File: config.mk
export PLATFORM = sky130hd
export DESIGN_NAME = lcd_text_cursor_command_gen_flat
export DESIGN_NICKNAME = d
export VERILOG_FILES = /design/src/rtl/ltcg_pkg.sv /design/src/rtl/ltcg_ifs.sv /design/src/rtl/lcd_text_cursor_command_gen.sv /design/src/flat_wrapper.sv
export SDC_FILE = /design/constraint.sdc
export NUM_CORES = 1
export LEC_CHECK = 0
export BUFFER_PORTS_ARGS = -buffer_cell sky130_fd_sc_hd__buf_2
export CAP_MARGIN = 25
export CORE_ASPECT_RATIO = 2
export CORE_MARGIN = 1
export CORE_UTILIZATION = 45
export DETAILED_ROUTE_END_ITERATION = 7
export PLACE_DENSITY = 0.7
export SLEW_MARGIN = 20
export SYNTH_ARGS = -nofsm -noshare
export SYNTH_HDL_FRONTEND = slang
export SYNTH_SLANG_ARGS = --single-unit
File: constraint.sdc
create_clock -name clk_i -period 3.9 [get_ports clk_i]
set_input_delay 0.975 -clock clk_i [delete_from_list [all_inputs] [get_ports clk_i]]
set_output_delay 0.975 -clock clk_i [all_outputs]
set_load 0.03 [all_outputs]
File: src/rtl/ltcg_pkg.sv
// ----------------------------------------------------------------------------
// ltcg_pkg: shared types and constants of the LCD text cursor command generator
// Request modes, controller command bytes, control characters and the result
// record that travels through the output queue.
// ----------------------------------------------------------------------------
package ltcg_pkg;

  // Request modes.
  typedef enum logic [1:0] {
    MODE_PUT   = 2'd0,
    MODE_SET   = 2'd1,
    MODE_CLEAR = 2'd2,
    MODE_HOME  = 2'd3
  } mode_e;

  // Controller command bytes.
  localparam logic [7:0] CMD_SET_ADDR = 8'h80;
  localparam logic [7:0] CMD_CLEAR    = 8'h01;
  localparam logic [7:0] CMD_HOME     = 8'h02;

  // Control characters handled by a put.
  localparam logic [7:0] CHAR_BS = 8'h08;
  localparam logic [7:0] CHAR_LF = 8'h0A;
  localparam logic [7:0] CHAR_CR = 8'h0D;

  // Default display geometry.
  localparam int unsigned DEF_COLUMNS = 8;
  localparam int unsigned DEF_ROWS    = 2;

  // Width of the column field of a request.
  localparam int unsigned COL_IN_W = 3;

  // One bus write.
  typedef struct packed {
    logic       is_data;
    logic [7:0] byte_value;
    logic       last;
  } result_t;

endpackage

File: src/rtl/ltcg_ifs.sv
// ----------------------------------------------------------------------------
// ltcg_ifs: request and result channels of the LCD text cursor command generator
// Valid/ready channels; a transfer happens when valid and ready are both high.
// ----------------------------------------------------------------------------
interface ltcg_in_if;
  logic       valid;
  logic       ready;
  logic [1:0] mode;
  logic [7:0] char_code;
  logic [2:0] column;
  logic       row;

  modport source (output valid, output mode, output char_code, output column,
                  output row, input ready);
  modport sink (input valid, input mode, input char_code, input column,
                input row, output ready);
endinterface

interface ltcg_out_if;
  logic       valid;
  logic       ready;
  logic       is_data;
  logic [7:0] byte_value;
  logic       last;

  modport source (output valid, output is_data, output byte_value, output last,
                  input ready);
  modport sink (input valid, input is_data, input byte_value, input last,
                output ready);
endinterface

File: src/rtl/lcd_text_cursor_command_gen.sv
// ----------------------------------------------------------------------------
// lcd_text_cursor_command_gen: terminal-style text output for a character LCD
// Output: the bus writes of a request are registered in the output queue and shown in order.
// Throughput: one request per cycle while the result side is ready and each gives
//   one write; a request that gives two writes (printable character at the last
//   column) sends both through the output in turn, since the result channel moves one write per cycle.
// Reset: rst_ni clears the cursor to column 0, row 0 and empties the queue.
// ----------------------------------------------------------------------------
module lcd_text_cursor_command_gen #(
  parameter int unsigned COLUMNS = ltcg_pkg::DEF_COLUMNS,
  parameter int unsigned ROWS    = ltcg_pkg::DEF_ROWS
) (
  input  logic              clk_i,
  input  logic              rst_ni,
  ltcg_in_if.sink           req_i,
  ltcg_out_if.source        rsp_o
);

  // Cursor column needs enough bits for COLUMNS-1; the row is one bit since
  // the display has at most two rows.
  localparam int unsigned ColW = $clog2(COLUMNS);
  localparam logic [ColW-1:0] ColMax = ColW'(COLUMNS - 1);
  localparam logic            RowMax = 1'(ROWS - 1);
  localparam int unsigned QDepth = 3;
  localparam int unsigned COL_IN_BITS = ltcg_pkg::COL_IN_W;

  // Cursor state.
  logic [ColW-1:0] col_q, col_d;
  logic            row_q, row_d;

  // Output queue: entry 0 is presented on the result channel. Three entries
  // let a two-write request enter while one earlier write still waits.
  ltcg_pkg::result_t q_q [QDepth];
  ltcg_pkg::result_t q_d [QDepth];
  logic [1:0]        cnt_q, cnt_d;

  // Results of the request being transferred this cycle.
  ltcg_pkg::result_t r0, r1;
  logic              two;

  logic push, pop;
  logic [1:0] base;

  // Set-address command: 0x80 | row << 6 | column.
  function automatic logic [7:0] addr_cmd(input logic [ColW-1:0] c, input logic r);
    logic [7:0] cmd;
    cmd = ltcg_pkg::CMD_SET_ADDR | {1'b0, r, 6'(c)};
    return cmd;
  endfunction

  // The request side is ready while at most one write is queued, so a
  // two-write request always finds room. Ready does not depend on the
  // result side's ready within the cycle.
  assign req_i.ready = (cnt_q <= 2'd1);
  assign push        = req_i.valid && req_i.ready;
  assign pop         = rsp_o.valid && rsp_o.ready;

  assign rsp_o.valid      = (cnt_q != 2'd0);
  assign rsp_o.is_data    = q_q[0].is_data;
  assign rsp_o.byte_value = q_q[0].byte_value;
  assign rsp_o.last       = q_q[0].last;

  // Request decode: new cursor position and up to two bus writes.
  always_comb begin
    logic [COL_IN_BITS-1:0] red;
    red   = req_i.column;
    col_d = col_q;
    row_d = row_q;
    two   = 1'b0;
    r0    = '{is_data: 1'b0, byte_value: ltcg_pkg::CMD_HOME, last: 1'b1};
    r1    = '{is_data: 1'b0, byte_value: ltcg_pkg::CMD_HOME, last: 1'b1};

    unique case (ltcg_pkg::mode_e'(req_i.mode))
      ltcg_pkg::MODE_SET: begin
        // Reduce the requested column below COLUMNS by repeated subtraction;
        // three steps cover a three-bit column for any COLUMNS of two or more.
        for (int i = 0; i < 3; i++) begin
          if (int'(red) >= int'(COLUMNS)) begin
            red = red - COL_IN_BITS'(COLUMNS);
          end
        end
        col_d = ColW'(red);
        row_d = (ROWS > 1) ? req_i.row : 1'b0;
        r0.byte_value = addr_cmd(col_d, row_d);
      end
      ltcg_pkg::MODE_CLEAR: begin
        col_d = '0;
        row_d = 1'b0;
        r0.byte_value = ltcg_pkg::CMD_CLEAR;
      end
      ltcg_pkg::MODE_HOME: begin
        col_d = '0;
        row_d = 1'b0;
        r0.byte_value = ltcg_pkg::CMD_HOME;
      end
      ltcg_pkg::MODE_PUT: begin
        priority if (req_i.char_code == ltcg_pkg::CHAR_BS) begin
          // Backspace steps back, wrapping to the end of the previous row and
          // from the first cell to the last cell.
          if (col_q != '0) begin
            col_d = col_q - 1'b1;
          end else begin
            col_d = ColMax;
            row_d = (row_q != 1'b0) ? 1'b0 : RowMax;
          end
          r0.byte_value = addr_cmd(col_d, row_d);
        end else if (req_i.char_code == ltcg_pkg::CHAR_CR) begin
          col_d = '0;
          r0.byte_value = addr_cmd(col_d, row_d);
        end else if (req_i.char_code == ltcg_pkg::CHAR_LF) begin
          col_d = '0;
          row_d = (row_q < RowMax) ? 1'b1 : 1'b0;
          r0.byte_value = addr_cmd(col_d, row_d);
        end else begin
          // Printable character: data write, then advance the cursor. At the
          // last column the cursor moves to the next row and a set-address
          // command follows the data write.
          r0.is_data    = 1'b1;
          r0.byte_value = req_i.char_code;
          if (col_q < ColMax) begin
            col_d = col_q + 1'b1;
          end else begin
            col_d = '0;
            row_d = (row_q < RowMax) ? 1'b1 : 1'b0;
            r0.last = 1'b0;
            two = 1'b1;
            r1.byte_value = addr_cmd(col_d, row_d);
          end
        end
      end
      default: begin
        col_d = col_q;
      end
    endcase
  end

  // Queue bookkeeping: shift out on a result transfer, append on a request
  // transfer behind whatever remains.
  always_comb begin
    base = cnt_q - {1'b0, pop};
    q_d  = q_q;
    if (pop) begin
      q_d[0] = q_q[1];
      q_d[1] = q_q[2];
    end
    if (push) begin
      q_d[base] = r0;
      if (two) begin
        q_d[base + 2'd1] = r1;
      end
    end
    cnt_d = base + {1'b0, push} + {1'b0, push && two};
  end

  always_ff @(posedge clk_i or negedge rst_ni) begin
    if (!rst_ni) begin
      col_q <= '0;
      row_q <= 1'b0;
      cnt_q <= 2'd0;
    end else begin
      cnt_q <= cnt_d;
      if (push) begin
        col_q <= col_d;
        row_q <= row_d;
      end
    end
  end

  always_ff @(posedge clk_i) begin
    q_q <= q_d;
  end

endmodule

File: src/flat_wrapper.sv
// flat-port wrapper written by rule: the top's interface ports become plain ports
module lcd_text_cursor_command_gen_flat 
#(
  parameter int unsigned COLUMNS = ltcg_pkg::DEF_COLUMNS,
  parameter int unsigned ROWS    = ltcg_pkg::DEF_ROWS
)
  (clk_i, rst_ni, req_i_valid, req_i_mode, req_i_char_code, req_i_column, req_i_row, req_i_ready, rsp_o_valid, rsp_o_is_data, rsp_o_byte_value, rsp_o_last, rsp_o_ready);
  ltcg_in_if req_i_i ();
  ltcg_out_if rsp_o_i ();
  input  logic clk_i;
  input  logic rst_ni;
  input wire logic [$bits(req_i_i.valid)-1:0] req_i_valid;
  input wire logic [$bits(req_i_i.mode)-1:0] req_i_mode;
  input wire logic [$bits(req_i_i.char_code)-1:0] req_i_char_code;
  input wire logic [$bits(req_i_i.column)-1:0] req_i_column;
  input wire logic [$bits(req_i_i.row)-1:0] req_i_row;
  output wire logic [$bits(req_i_i.ready)-1:0] req_i_ready;
  output wire logic [$bits(rsp_o_i.valid)-1:0] rsp_o_valid;
  output wire logic [$bits(rsp_o_i.is_data)-1:0] rsp_o_is_data;
  output wire logic [$bits(rsp_o_i.byte_value)-1:0] rsp_o_byte_value;
  output wire logic [$bits(rsp_o_i.last)-1:0] rsp_o_last;
  input wire logic [$bits(rsp_o_i.ready)-1:0] rsp_o_ready;
  assign req_i_i.valid = req_i_valid;
  assign req_i_i.mode = req_i_mode;
  assign req_i_i.char_code = req_i_char_code;
  assign req_i_i.column = req_i_column;
  assign req_i_i.row = req_i_row;
  assign req_i_ready = req_i_i.ready;
  assign rsp_o_valid = rsp_o_i.valid;
  assign rsp_o_is_data = rsp_o_i.is_data;
  assign rsp_o_byte_value = rsp_o_i.byte_value;
  assign rsp_o_last = rsp_o_i.last;
  assign rsp_o_i.ready = rsp_o_ready;
  lcd_text_cursor_command_gen #(.COLUMNS(COLUMNS), .ROWS(ROWS)) u_core (.clk_i(clk_i), .rst_ni(rst_ni), .req_i(req_i_i), .rsp_o(rsp_o_i));
endmodule
==> metrics.md <==
| Metric | Value |
|---|---|
| Pins over their slew limit | 0 |
| Area growth syn-to-layout | 10.1% |
| Cell chain of the critical path | buf_2 -> or4b_4 -> a211o_1 -> a221oi_1 -> a31oi_1 -> a221oi_2 |
| Row count | 37 |
| Synth area leaders | dfxtp_1 (17%), edfxtp_1 (13%), nand2_1 (8.5%) |
| Yosys top cell area share | 16.9% |
| Routability cong. | 0.955 |
| Register area share after synthesis | 35.8% |
| Crit path kind | in2reg |
| Power per cell area | between 800 and 900 nW/um^2 |
| Die ar. | 5590 sq um |
| PostCTS Resize Cnt | 0 |
| Via count | between 2,000 and 2,500 |
| Max-slew headroom | 33.7% |
| Crit share post-route | 71.8% |
| CTS tree | yes |
| P_leak | roughly 0.0011 uW |
| Slowest stage delay, CP | between 600 and 700 ps |
| Peak VDD IR | 0.461 mV |
| Post-Synth XOR/XNOR Area | 1.48% |
| Yosys warns | 0 |
| Total Routing Usage GR | 24.7% |
| Startpoint types | primary input |
| Crit Path Max Fanout | 11 |
| Largest net degree at the start of global routing | 21 |
| CP delay by family, top | compound AO/OA/AOI/OAI gates |
| Layout cell share with drive strength beyond 1 | a little under a fifth |
| Bufs on Longest Clock Path | 2 |
| Detailed Place HPWL | 4680 microns |
| Post-Syn Instances | 292 |
| Clock sinks | 36 |
| CP max-delay cell | or4b_4 |
| Final hold violations | 0 |
| Design Power | 2130 uW |
| Syn Nets | 315 |
| Cts hold-fix bufs | 0 |
| Nets | 332 |
| CP endpoint kind | register |
| DRT antenna net count | 0 |
| First-pass iteration count of the detailed router | 4 |
| Status | finished, final reports clean |
| Largest family of logic cells by synthesized area | simple AND/OR/NAND/NOR gates |
| Area leader, netlist | dfxtp_1 |
| DR iter-0 viols | 107 |
| Max Cap Viol | 0 |
| Post-CTS Setup Bufs | 0 |
| Ant diodes | 0 |
| Netlist cell types | 60 |
| Root Driver | clkbuf_8 |
| FFs w/ async S/R, synth | 16.7% |
| Placed cell areas | 2510 sq um |
| Worst endpoint required time | about 4000 ps |
| RSZ-0062 raised after global routing | no |
| Buf+Inv Stages, Crit Path | 1 |
| Initial Utilization | 46.6% |
| Fraction of the mapped netlist area in simple logic gates | 24.6% |
| Non-filler cells, final | 368 |
| Post-DR wirelength/cell | ~16 microns |
| IO Count | 30 |
| Crit path time final | 2800 ps |
| IO buf count | 29 |
| Clock latency on the worst-skew pair | 300 ps |
| Chip Width | 53.4 microns |
| DRC violations left | 0 |
| Clock buffer count from CTS | 5 |
| Post-synth EDFFs | 10 |
| First-pass GRT wire length | 10,100 microns |
| Synth Flop Type | dfxtp_1 |
| Mux cell area share after synthesis | 3.00% |
| Mapped cell area | between 2000 and 2500 sq um |
| Synth Area in Compound Gates | 24.2% |
| Final TNS setup | 0 ps |
| Synth Area in Adders | 2.95% |
| Final setup fails | 0 |
| Design area | 2610 sq um |
| Total wire length | between 6000 and 7000 microns |
| Die height | 105 microns |
| Synth Area per Inst | 8.13 sq um |
| Core Area | 5090 sq um |
| Max Fclk | between 0.3 and 0.4 GHz |
| CTS clock-pin slew for the worst setup and hold paths | ~80 ps |
| H-tree depth | 2 |
| GR Overflow Total | 0 |
| Arr. time, crit path | about 3000 ps |
| Initial antenna violation count | 0 |
| Min-delay worst type | reg2reg |
| Via density | 5.88 |
| Vias in the first global route | 2,130 |
| Post-Route Utilization | 51.3% |
| Worst slew pin tran | 987 ps |
| Yosys reg bits | 36 |
| Final Skew | 9.26 ps |
| Placed insts | 360 |
[sequential cells by signal (all words and copies together) (netlist names)]
register,count
u_core.rsp_o.last,1
u_core.q_q,20
u_core.cnt_q,2
u_core.row_q,1
u_core.rsp_o.byte_value,8
u_core.rsp_o.is_data,1
u_core.col_q,3
[power breakdown]
group | internal, uW | leakage (uW) | switching, uW | total [uW]
sequential | 597 | 0.000337 | 114 | 711
combinational | 423 | 0.000690 | 683 | 1110
clock | 164 | 0.0000566 | 144 | 308
total | 1180 | 0.00108 | 942 | 2130
[cell usage after synthesis (all sizes together), types with 2 or more instances]
library cell	count
a21oi	29
o31a	2
or4b	2
o211ai	3
clkinv	2
a211oi	10
dfxtp	20
a31oi	6
clkbuf	14
nor4b	2
nor3	9
and3	4
nand2	54
inv	10
edfxtp	10
buf	13
a21o	4
a311o	2
nand3b	2
a221oi	4
nor4	3
or2	2
nand2b	4
nand3	8
nor2	22
mux2i	6
and2	2
o21ai	9
xnor2	3
nor2b	2
a32oi	2
ha	4
dfrtp	6
[cells by family after synthesis]
family / count (synthesis)
AO/OA/AOI/OAI: 83
multiplexers: 7
XOR/XNOR: 4
flip-flops: 36
buffers and inverters: 39
AND/OR/NAND/NOR: 118
adder cells (fa/ha/maj): 5
[stage by stage]
stage,hold WS [ps],setup slack (ps)
after floorplan,453,650
after global placement,463,873
after detailed placement,468,819
after CTS,479,1130
after global routing,500,956
final,476,1100
[worst paths after layout]
path	from	endpoint	slack, ps	cells after the start
max in group asynchronous	rst_ni	u_core.col_q[1]	3260	1
worst min register to register	u_core.q_q[11]	u_core.q_q[11]	480	2
min in group asynchronous	rst_ni	u_core.col_q[0]	490	1
worst min-delay path	u_core.q_q[11]	u_core.q_q[11]	480	2
worst max-delay path	req_i_char_code[4]	u_core.rsp_o.byte_value[6]	1100	6
worst max register to register	u_core.cnt_q[1]	u_core.q_q[7]	1370	8
[final cells by class]
| type | instances | area [sq um] |
|---|---|---|
| Multi-Input combinational cell | 217 | 1340 |
| Timing Repair Buffer | 37 | 205 |
| Inverter | 12 | 45.0 |
| Fill cell | 519 | 2480 |
| Tap cell | 58 | 72.6 |
| Sequential cell | 36 | 851 |
| Clock inverter | 2 | 11.3 |
| Clock buffer | 6 | 93.8 |
[layer usage]
| metal | global-route usage (%) | wire [microns] | vias up |
|---|---|---|---|
| met5 | 0 | 0 | - |
| met4 | 14.5 | 278 | 0 |
| met3 | 4.08 | 226 | 17 |
| met2 | 42.9 | 3370 | 55 |
| met1 | 26.0 | 2150 | 1020 |
| li1 | - | - | 1072 |
[worst min-delay path, delay by kind of cell (launching register included)]
family,cells,cell delay (ps)
and+or+nand+nor,1,60
DFF,1,320
AOI/OAI and AO/OA,1,50
[cells in the final DEF, fill, tap and decap left out, drive strengths merged, types with 3 or more instances in the layout]
master,count
nand2,54
buf,37
a21oi,29
nor2,22
dfxtp,20
inv,11
edfxtp,10
a211oi,10
o21ai,9
nor3,9
nand3,8
a31oi,6
mux2i,6
dfrtp,6
clkbuf,6
nand2b,4
a21o,4
and3,4
ha,4
a221oi,4
xnor2,3
o211ai,3
clkinv,3
nor4,3
(Power assumes the default switching activity.)
